**src/bcc_pkg.sv**
```systemverilog
`timescale 1ns / 1ps
// ----------------------------------------------------------------------------
// bcc_pkg: shared types and constants
// Frame layout constants, configuration record and response request record
// for the framed record receiver.
// ----------------------------------------------------------------------------
package bcc_pkg;

   localparam int PAYLOAD_BYTES = 24;

   // Frame position: 0 is hunting, then length, command, payload, check, end
   localparam int POS_W = 6;
   localparam logic [POS_W-1:0] POS_HUNT    = POS_W'(0);
   localparam logic [POS_W-1:0] POS_LENGTH  = POS_W'(1);
   localparam logic [POS_W-1:0] POS_COMMAND = POS_W'(2);
   localparam logic [POS_W-1:0] POS_PAYLOAD = POS_W'(3);
   localparam logic [POS_W-1:0] POS_CHECK   = POS_W'(3 + PAYLOAD_BYTES);
   localparam logic [POS_W-1:0] POS_END     = POS_W'(4 + PAYLOAD_BYTES);

   // Response byte index: start, length, command, code, zeros, check, end
   localparam int RSP_BYTES = PAYLOAD_BYTES + 5;
   localparam int RSP_IDX_W = $clog2(RSP_BYTES);
   localparam logic [RSP_IDX_W-1:0] IDX_FIRST   = RSP_IDX_W'(1);
   localparam logic [RSP_IDX_W-1:0] IDX_LENGTH  = RSP_IDX_W'(1);
   localparam logic [RSP_IDX_W-1:0] IDX_COMMAND = RSP_IDX_W'(2);
   localparam logic [RSP_IDX_W-1:0] IDX_CODE    = RSP_IDX_W'(3);
   localparam logic [RSP_IDX_W-1:0] IDX_CHECK   = RSP_IDX_W'(PAYLOAD_BYTES + 3);
   localparam logic [RSP_IDX_W-1:0] IDX_END     = RSP_IDX_W'(PAYLOAD_BYTES + 4);

   localparam logic [7:0] LENGTH_BYTE = 8'(PAYLOAD_BYTES);

   localparam int CSR_INDEX_W = 3;

   typedef enum logic [CSR_INDEX_W-1:0] {
      CSR_START_CODE       = 3'd0,
      CSR_END_CODE         = 3'd1,
      CSR_EXPECTED_COMMAND = 3'd2,
      CSR_ACK_CODE         = 3'd3,
      CSR_NACK_CODE        = 3'd4
   } csr_index_type;

   localparam logic [7:0] START_CODE_RST       = 8'd1;
   localparam logic [7:0] END_CODE_RST         = 8'd3;
   localparam logic [7:0] EXPECTED_COMMAND_RST = 8'd4;
   localparam logic [7:0] ACK_CODE_RST         = 8'd6;
   localparam logic [7:0] NACK_CODE_RST        = 8'd21;

   typedef struct packed {
      logic [7:0] start_code;
      logic [7:0] end_code;
      logic [7:0] expected_command;
      logic [7:0] ack_code;
      logic [7:0] nack_code;
   } cfg_type;

   // Parser to response sequencer
   typedef struct packed {
      logic start;
      logic ok;
   } burst_req_type;

endpackage

```
**src/bcc_if.sv**
```systemverilog
`timescale 1ns / 1ps
// ----------------------------------------------------------------------------
// bcc_if: stream channels of the framed record receiver
// Received-byte channel and response-byte channel, valid/ready handshake.
// ----------------------------------------------------------------------------
interface bcc_req_if;
   logic       valid;
   logic       ready;
   logic [7:0] rx_byte;

   modport source (output valid, output rx_byte, input ready);
   modport sink   (input valid, input rx_byte, output ready);
endinterface

interface bcc_rsp_if;
   logic       valid;
   logic       ready;
   logic [7:0] tx_byte;
   logic       frame_ok;
   logic       last_byte;

   modport source (output valid, output tx_byte, output frame_ok, output last_byte,
                   input ready);
   modport sink   (input valid, input tx_byte, input frame_ok, input last_byte,
                   output ready);
endinterface

```
**src/bcc_csr.sv**
```systemverilog
`timescale 1ns / 1ps
// ----------------------------------------------------------------------------
// bcc_csr: configuration registers
// Holds start, end, command, ACK and NACK codes; writes to unused indexes
// are dropped.
// ----------------------------------------------------------------------------
module bcc_csr (
   input  logic                               clock,
   input  logic                               reset,
   input  logic                               csr_we,
   input  logic [bcc_pkg::CSR_INDEX_W-1:0]    csr_index,
   input  logic [7:0]                         csr_wdata,
   output bcc_pkg::cfg_type                   cfg
);

   bcc_pkg::cfg_type cfg_ff;
   bcc_pkg::cfg_type cfg_in;

   always_comb begin
      cfg_in = cfg_ff;
      if (csr_we) begin
         unique case (bcc_pkg::csr_index_type'(csr_index))
            bcc_pkg::CSR_START_CODE:       cfg_in.start_code       = csr_wdata;
            bcc_pkg::CSR_END_CODE:         cfg_in.end_code         = csr_wdata;
            bcc_pkg::CSR_EXPECTED_COMMAND: cfg_in.expected_command = csr_wdata;
            bcc_pkg::CSR_ACK_CODE:         cfg_in.ack_code         = csr_wdata;
            bcc_pkg::CSR_NACK_CODE:        cfg_in.nack_code        = csr_wdata;
            default: ;
         endcase
      end
   end

   always_ff @(posedge clock) begin
      if (reset) begin
         cfg_ff.start_code       <= bcc_pkg::START_CODE_RST;
         cfg_ff.end_code         <= bcc_pkg::END_CODE_RST;
         cfg_ff.expected_command <= bcc_pkg::EXPECTED_COMMAND_RST;
         cfg_ff.ack_code         <= bcc_pkg::ACK_CODE_RST;
         cfg_ff.nack_code        <= bcc_pkg::NACK_CODE_RST;
      end else begin
         cfg_ff <= cfg_in;
      end
   end

   assign cfg = cfg_ff;

endmodule

```
**src/bcc_parser.sv**
```systemverilog
`timescale 1ns / 1ps
// ----------------------------------------------------------------------------
// bcc_parser: receive frame tracker
// Hunts for the start code, checks length and command, keeps the XOR block
// check and requests a response burst on a good end code.
// ----------------------------------------------------------------------------
module bcc_parser (
   input  logic                     clock,
   input  logic                     reset,
   input  bcc_pkg::cfg_type         cfg,
   input  logic                     in_valid,
   input  logic [7:0]               in_byte,
   output logic                     in_ready,
   input  logic                     burst_free,
   output bcc_pkg::burst_req_type   burst
);

   logic [bcc_pkg::POS_W-1:0] pos_ff, pos_in;
   logic [7:0]                run_chk_ff, run_chk_in;
   logic [7:0]                rcv_chk_ff, rcv_chk_in;
   logic                      take;

   // The end byte may launch a burst, so hold it until the sequencer is free
   assign in_ready = (pos_ff != bcc_pkg::POS_END) || burst_free;
   assign take     = in_valid && in_ready;

   always_comb begin
      pos_in      = pos_ff;
      run_chk_in  = run_chk_ff;
      rcv_chk_in  = rcv_chk_ff;
      burst.start = 1'b0;
      burst.ok    = (run_chk_ff == rcv_chk_ff);
      if (take) begin
         pos_in      = pos_ff + bcc_pkg::POS_W'(1);
         if (pos_ff == bcc_pkg::POS_HUNT || pos_ff > bcc_pkg::POS_END) begin
            if (in_byte == cfg.start_code) begin
               pos_in     = bcc_pkg::POS_LENGTH;
               run_chk_in = in_byte;
               rcv_chk_in = 8'd0;
            end else begin
               pos_in     = bcc_pkg::POS_HUNT;
               run_chk_in = 8'd0;
               rcv_chk_in = 8'd0;
            end
         end else if (pos_ff == bcc_pkg::POS_LENGTH) begin
            run_chk_in = run_chk_ff ^ in_byte;
            if (in_byte != bcc_pkg::LENGTH_BYTE) begin
               pos_in     = bcc_pkg::POS_HUNT;
               run_chk_in = 8'd0;
               rcv_chk_in = 8'd0;
            end
         end else if (pos_ff == bcc_pkg::POS_COMMAND) begin
            run_chk_in = run_chk_ff ^ in_byte;
            if (in_byte != cfg.expected_command) begin
               pos_in     = bcc_pkg::POS_HUNT;
               run_chk_in = 8'd0;
               rcv_chk_in = 8'd0;
            end
         end else if (pos_ff < bcc_pkg::POS_CHECK) begin
            run_chk_in = run_chk_ff ^ in_byte;
         end else if (pos_ff == bcc_pkg::POS_CHECK) begin
            rcv_chk_in = in_byte;
         end else begin
            // end position: launch the response only on the end code
            burst.start = (in_byte == cfg.end_code);
            pos_in      = bcc_pkg::POS_HUNT;
            run_chk_in  = 8'd0;
            rcv_chk_in  = 8'd0;
         end
      end
   end

   always_ff @(posedge clock) begin
      if (reset) begin
         pos_ff     <= bcc_pkg::POS_HUNT;
         run_chk_ff <= 8'd0;
         rcv_chk_ff <= 8'd0;
      end else begin
         pos_ff     <= pos_in;
         run_chk_ff <= run_chk_in;
         rcv_chk_ff <= rcv_chk_in;
      end
   end

endmodule

```
**src/bcc_responder.sv**
```systemverilog
`timescale 1ns / 1ps
// ----------------------------------------------------------------------------
// bcc_responder: response frame sequencer
// Steps a byte index through the response frame and holds each byte in the
// output register until its transfer.
// ----------------------------------------------------------------------------
module bcc_responder (
   input  logic                     clock,
   input  logic                     reset,
   input  bcc_pkg::cfg_type         cfg,
   input  bcc_pkg::burst_req_type   burst,
   output logic                     burst_free,
   bcc_rsp_if.source                rsp
);

   logic                          valid_ff;
   logic [7:0]                    byte_ff, byte_in;
   logic                          last_ff;
   logic                          ok_ff;
   logic [bcc_pkg::RSP_IDX_W-1:0] idx_ff;
   logic [7:0]                    code;
   logic                          xfer;

   assign xfer       = valid_ff && rsp.ready;
   assign burst_free = !valid_ff || (rsp.ready && last_ff);
   assign code       = ok_ff ? cfg.ack_code : cfg.nack_code;

   always_comb begin
      if (idx_ff == bcc_pkg::IDX_LENGTH) begin
         byte_in = bcc_pkg::LENGTH_BYTE;
      end else if (idx_ff == bcc_pkg::IDX_COMMAND) begin
         byte_in = cfg.expected_command;
      end else if (idx_ff == bcc_pkg::IDX_CODE) begin
         byte_in = code;
      end else if (idx_ff == bcc_pkg::IDX_CHECK) begin
         byte_in = cfg.start_code ^ bcc_pkg::LENGTH_BYTE ^ cfg.expected_command ^ code;
      end else if (idx_ff == bcc_pkg::IDX_END) begin
         byte_in = cfg.end_code;
      end else begin
         byte_in = 8'd0;
      end
   end

   always_ff @(posedge clock) begin
      if (reset) begin
         valid_ff <= 1'b0;
         last_ff  <= 1'b0;
         ok_ff    <= 1'b0;
         idx_ff   <= '0;
         byte_ff  <= 8'd0;
      end else if (burst.start) begin
         valid_ff <= 1'b1;
         byte_ff  <= cfg.start_code;
         last_ff  <= 1'b0;
         ok_ff    <= burst.ok;
         idx_ff   <= bcc_pkg::IDX_FIRST;
      end else if (xfer && !last_ff) begin
         // advance to the next frame byte
         byte_ff <= byte_in;
         last_ff <= (idx_ff == bcc_pkg::IDX_END);
         idx_ff  <= idx_ff + bcc_pkg::RSP_IDX_W'(1);
      end else if (xfer) begin
         valid_ff <= 1'b0;
         last_ff  <= 1'b0;
      end
   end

   assign rsp.valid     = valid_ff;
   assign rsp.tx_byte   = byte_ff;
   assign rsp.frame_ok  = ok_ff;
   assign rsp.last_byte = last_ff;

endmodule

```
**src/bcc_framed_record_receiver.sv**
```systemverilog
`timescale 1ns / 1ps
// ----------------------------------------------------------------------------
// bcc_framed_record_receiver: XOR block check framed record receiver
// Parses received bytes into frames and answers each good frame with an
// ACK or NACK response frame.
// ----------------------------------------------------------------------------
//  port    direction  contents
//  req     in         rx_byte, one received byte per transfer
//  rsp     out        tx_byte, frame_ok, last_byte, one response byte each
//  csr_*   in         write enable, register index, 8-bit write data
//
// A received byte is taken every cycle; the end byte of a frame is held
// off while the previous response frame still has a byte waiting, unless its
// last byte transfers in that cycle. A response frame is PAYLOAD_BYTES + 5
// bytes, the first shown in the cycle after the end byte is taken, then one
// byte per cycle while rsp.ready is high. Reset is synchronous and returns
// all codes to their defaults and the parser to hunting.
// ----------------------------------------------------------------------------
module bcc_framed_record_receiver (
   input  logic                            clock,
   input  logic                            reset,
   bcc_req_if.sink                         req,
   bcc_rsp_if.source                       rsp,
   input  logic                            csr_we,
   input  logic [bcc_pkg::CSR_INDEX_W-1:0] csr_index,
   input  logic [7:0]                      csr_wdata
);

   bcc_pkg::cfg_type       cfg;
   bcc_pkg::burst_req_type burst;
   logic                   burst_free;

   bcc_csr u_csr (
      .clock     (clock),
      .reset     (reset),
      .csr_we    (csr_we),
      .csr_index (csr_index),
      .csr_wdata (csr_wdata),
      .cfg       (cfg)
   );

   bcc_parser u_parser (
      .clock      (clock),
      .reset      (reset),
      .cfg        (cfg),
      .in_valid   (req.valid),
      .in_byte    (req.rx_byte),
      .in_ready   (req.ready),
      .burst_free (burst_free),
      .burst      (burst)
   );

   bcc_responder u_responder (
      .clock      (clock),
      .reset      (reset),
      .cfg        (cfg),
      .burst      (burst),
      .burst_free (burst_free),
      .rsp        (rsp)
   );

endmodule

```
**src/flat_wrapper.sv**
```systemverilog
// flat-port wrapper written by rule: the top's interface ports become plain ports
module bcc_framed_record_receiver_flat 
  (clock, reset, csr_we, csr_index, csr_wdata, req_valid, req_rx_byte, req_ready, rsp_valid, rsp_tx_byte, rsp_frame_ok, rsp_last_byte, rsp_ready);
  bcc_req_if req_i ();
  bcc_rsp_if rsp_i ();
  input  logic clock;
  input  logic reset;
  input  logic csr_we;
  input  logic [bcc_pkg::CSR_INDEX_W-1:0] csr_index;
  input  logic [7:0] csr_wdata;
  input wire logic [$bits(req_i.valid)-1:0] req_valid;
  input wire logic [$bits(req_i.rx_byte)-1:0] req_rx_byte;
  output wire logic [$bits(req_i.ready)-1:0] req_ready;
  output wire logic [$bits(rsp_i.valid)-1:0] rsp_valid;
  output wire logic [$bits(rsp_i.tx_byte)-1:0] rsp_tx_byte;
  output wire logic [$bits(rsp_i.frame_ok)-1:0] rsp_frame_ok;
  output wire logic [$bits(rsp_i.last_byte)-1:0] rsp_last_byte;
  input wire logic [$bits(rsp_i.ready)-1:0] rsp_ready;
  assign req_i.valid = req_valid;
  assign req_i.rx_byte = req_rx_byte;
  assign req_ready = req_i.ready;
  assign rsp_valid = rsp_i.valid;
  assign rsp_tx_byte = rsp_i.tx_byte;
  assign rsp_frame_ok = rsp_i.frame_ok;
  assign rsp_last_byte = rsp_i.last_byte;
  assign rsp_i.ready = rsp_ready;
  bcc_framed_record_receiver u_core (.clock(clock), .reset(reset), .req(req_i), .rsp(rsp_i), .csr_we(csr_we), .csr_index(csr_index), .csr_wdata(csr_wdata));
endmodule
```
**config.mk**
```make
export PLATFORM = sky130hd
export DESIGN_NAME = bcc_framed_record_receiver_flat
export DESIGN_NICKNAME = d
export VERILOG_FILES = /design/src/bcc_pkg.sv /design/src/bcc_if.sv /design/src/bcc_csr.sv /design/src/bcc_parser.sv /design/src/bcc_responder.sv /design/src/bcc_framed_record_receiver.sv /design/src/flat_wrapper.sv
export SDC_FILE = /design/constraint.sdc
export NUM_CORES = 1
export LEC_CHECK = 0
export BUFFER_PORTS_ARGS = -buffer_cell sky130_fd_sc_hd__buf_4
export CORE_MARGIN = 8
export CORE_UTILIZATION = 54
export DETAILED_ROUTE_END_ITERATION = 16
export PLACE_DENSITY = 0.7
export SYNTH_ARGS = -nofsm -noshare
export SYNTH_HDL_FRONTEND = slang
export SYNTH_HIERARCHICAL = 1
export SYNTH_SLANG_ARGS = --single-unit
```
**constraint.sdc**
```tcl
create_clock -name clock -period 7.35 [get_ports clock]
set_clock_uncertainty 0.1 [all_clocks]
set_input_delay 0.735 -clock clock [delete_from_list [all_inputs] [get_ports clock]]
set_output_delay 0.735 -clock clock [all_outputs]
set_load 0.1 [all_outputs]
```
==> impl_metrics.tcl <==
set metrics [dict create \
    status "completed" \
    vias 3975 \
    die_area_sq_mm 0.0121 \
    die_w_um 110 \
    grt_pass1_wl_um 19200 \
    synth_xor_area_share_pct 9.53 \
    io_pins 36 \
    post_cts_buffers 0 \
    internal-power_uw 627 \
    yosysMostFrequentCell "dfxtp_1" \
    wirelength_um 11800 \
    worst_path_max_delay_cell "or4_1" \
    timing.hold.ws_ns 0.383 \
    rows 34 \
    synth-compound-area-share_pct 12.8 \
    area_growth_pct 8.82 \
    drc_errors 0 \
    clockBufferDepth 2 \
    drtAntennaViolNets 0 \
    cts.sinks 78 \
    port_buffers 35 \
    rsz0062_at_grt "false" \
    routedWlPerCell_um 17.9 \
    synthCells 540 \
    clkSlewWorstSetupHoldPaths_ns 0.09 \
    post-route-util_pct 60.2 \
    cts_tree "yes" \
    postCtsHoldBufs 0 \
    cts_resized 0 \
    yosys-top-cells-count "dfxtp_1, nand2b_1, mux2i_1" \
    initialDrtViolationCount 249 \
    fmax_ghz 0.314 \
    fp.coreArea_sq_mm 0.00864 \
    p_total_uw 862 \
    ys_ff_latch 78 \
    comb_power_share_pct 9.8 \
    drive_above_1_share_pct 13.2 \
    sequentialPowerShare_pct 50.6 \
    synth.area.mux_share_pct 12.3 \
    gp_congestion 0.862 \
    fp.dieH_um 110 \
    synth-seq-area-share_pct 32.7 \
    diodes 0 \
    grt_pass1_vias 3739 \
    synth_top_cells_by_area "dfxtp_1, mux2i_1, nand2b_1" \
    worstSkewPairLatency_ns 0.37 \
    crit_family "simple AND/OR/NAND/NOR gates" \
    path_buf_inv 2 \
    htree_num_levels 3 \
    syn_nets 572 \
    crit_required_ns 7.54 \
    yosys.area.top_type "dfxtp_1" \
    overflow 0 \
    start_util_pct 55.3 \
    maxCapViolations 0 \
    arrival_ns 3.38 \
    power.share.clock_pct 39.6 \
    cts_root_buf "clkbuf_8" \
    cts_made_buffers 9 \
    crit_path_start_kind "register" \
    finalSetupViolCount 0 \
    worstPathMaxFanout 13 \
    cp-end-kind "register" \
    synth_area_sq_mm 0.00478 \
    min_path_type "register to register" \
    ys_types 63 \
    synth_warnings 6 \
    power.switching_uw 235 \
    timing_worst_slew_pin_value_ns 1.21 \
    critical_path_class "register to register" \
    synth-simple-area-share_pct 25.7 \
    synth_top_family_by_area "simple AND/OR/NAND/NOR gates" \
    synth_fa_ha_area_share_pct 2.09 \
    dpl-instance-area_sq_mm 0.00500 \
    synthArstFlopShare_pct 0 \
    final_cell_area_sq_mm 0.00520 \
    leakage_uw 0.00188 \
    dp_hpwl_um 8460 \
    yosysTopAreaCellShare_pct 32.7 \
    fin_crit_ns 3.19 \
    final.setup.tns_ns 0 \
    cp_cell_sequence "inv_1 > ha_1 > and4b_1 > a211o_2 > or4_1 > nor4_2 > buf_4 > nor2b_1 > a32o_1 > a211oi_1 > a21oi_1" \
    antenna_found_initial 0 \
    swShare_pct 27.2 \
    fin_nets 582 \
    relSlewSlack_pct 17.9 \
    grt_max_degree 85 \
    post-route-period-util_pct 43.4 \
    critical_path.max_stage_delay_ns 0.55 \
    hold_violations 0 \
    drv_slew 0 \
    drtPass1Iterations 5 \
    synth_ff_type "dfxtp_1" \
    detail_route.vias_per_cell 6.00 \
    grt_use_total_pct 20.3 \
    ir_drop_v 0.000101 \
    power.density_mw_per_mm2 166 \
    synth_edf_count 0 \
    syn_area_per_cell_sq_um 8.85 \
]
final cells by class:
cell class	instances	area [sq um]
clock buffer	9	124
clock inverter	7	80.1
fill	758	3430
inverter	9	33.8
multi-input combinational	414	2980
sequential	78	1560
tap	108	135
timing repair buffer	38	285
power groups by stage:
stage | Combinational [uW] | Clock [uW] | Sequential, uW
after floorplan | 60.0 | 0 | 444
after global placement | 81.2 | 0 | 446
after detailed placement | 82.9 | 0 | 446
after CTS | 83.3 | 347 | 436
after global routing | 90.6 | 366 | 437
final | 84.1 | 341 | 436
sequential cells by signal, indices dropped and copies added (netlist names):
signal	count
u_core/u_responder/rsp.tx_byte	8
u_core/u_parser/pos_ff	6
u_core/u_responder/rsp.valid	1
u_core/u_responder/rsp.last_byte	1
u_core/u_parser/rcv_chk_ff	8
u_core/u_parser/run_chk_ff	8
u_core/u_csr/cfg	40
u_core/u_responder/idx_ff	5
u_core/u_responder/rsp.frame_ok	1
layout by cell type, fill, tap and decap left out, types with 3 or more instances in the layout:
cell type	Yosys	final
clkinvlp_4	0	4
a21oi_1	20	20
xor2_1	19	19
mux2i_1	53	53
nand4bb_1	3	3
a32o_1	5	5
nor2_1	32	32
xnor2_1	33	33
nand2b_1	56	56
nor4_1	4	4
o21ai_1	3	3
o211ai_1	8	8
a31oi_1	12	12
nor3b_1	9	9
nor2b_1	10	10
clkbuf_8	0	9
inv_1	9	9
buf_4	0	38
nand3_1	15	15
a311oi_1	3	3
dfxtp_1	78	78
ha_1	8	8
o21ai_0	10	10
nand4_1	12	12
mux2_2	5	5
a211oi_1	13	13
nand3b_1	3	3
nand2_1	35	35
o22ai_1	3	3
through the flow:
stage | instances | setup slack [ns]
6_report | 663 | 4.16
5_1_grt | 663 | 3.88
4_1_cts | 663 | 4.20
3_5_place_dp | 647 | 4.07
3_3_place_gp | 647 | 4.14
2_1_floorplan | 540 | 4.34
worst reg2reg max path, stage by stage, from the launching register on:
cell      delay [ns]
dfxtp_1         0.35
inv_1           0.14
ha_1            0.25
and4b_1         0.22
a211o_2         0.37
or4_1           0.55
nor4_2          0.14
buf_4           0.23
nor2b_1         0.35
a32o_1          0.20
a211oi_1        0.05
a21oi_1         0.19
logic make-up (layout without fill, tap and decap cells):
group | after synthesis | count (layout)
compound gates | 90 | 90
xor+xnor | 52 | 52
fa+ha+maj | 8 | 8
buf+inv | 48 | 63
flops | 78 | 78
mux | 58 | 58
simple gates | 206 | 206
per-layer routing:
| metal | routed length [um] | share of wire (%) | GRT usage (%) |
|---|---|---|---|
| met5 | 0 | 0 | 0 |
| met4 | 179 | 1.5 | 8.00 |
| met3 | 669 | 5.6 | 3.55 |
| met2 | 5280 | 45 | 29.8 |
| met1 | 5720 | 48 | 28.7 |
path summary, 6_finish.rpt:
| check | end | startpoint | depth (start not counted) | slack, ns |
|---|---|---|---|---|
| hold / removal | u_core/u_csr/cfg[12] | u_core/u_csr/cfg[12] | 2 | 0.38 |
| hold reg to reg | u_core/u_csr/cfg[12] | u_core/u_csr/cfg[12] | 2 | 0.38 |
| setup reg to reg | u_core/u_responder/rsp.tx_byte[7] | u_core/u_parser/pos_ff[0] | 11 | 4.16 |
| setup / recovery | u_core/u_responder/rsp.tx_byte[7] | u_core/u_parser/pos_ff[0] | 11 | 4.16 |
Note: power is estimated with default switching activity, not from simulation.
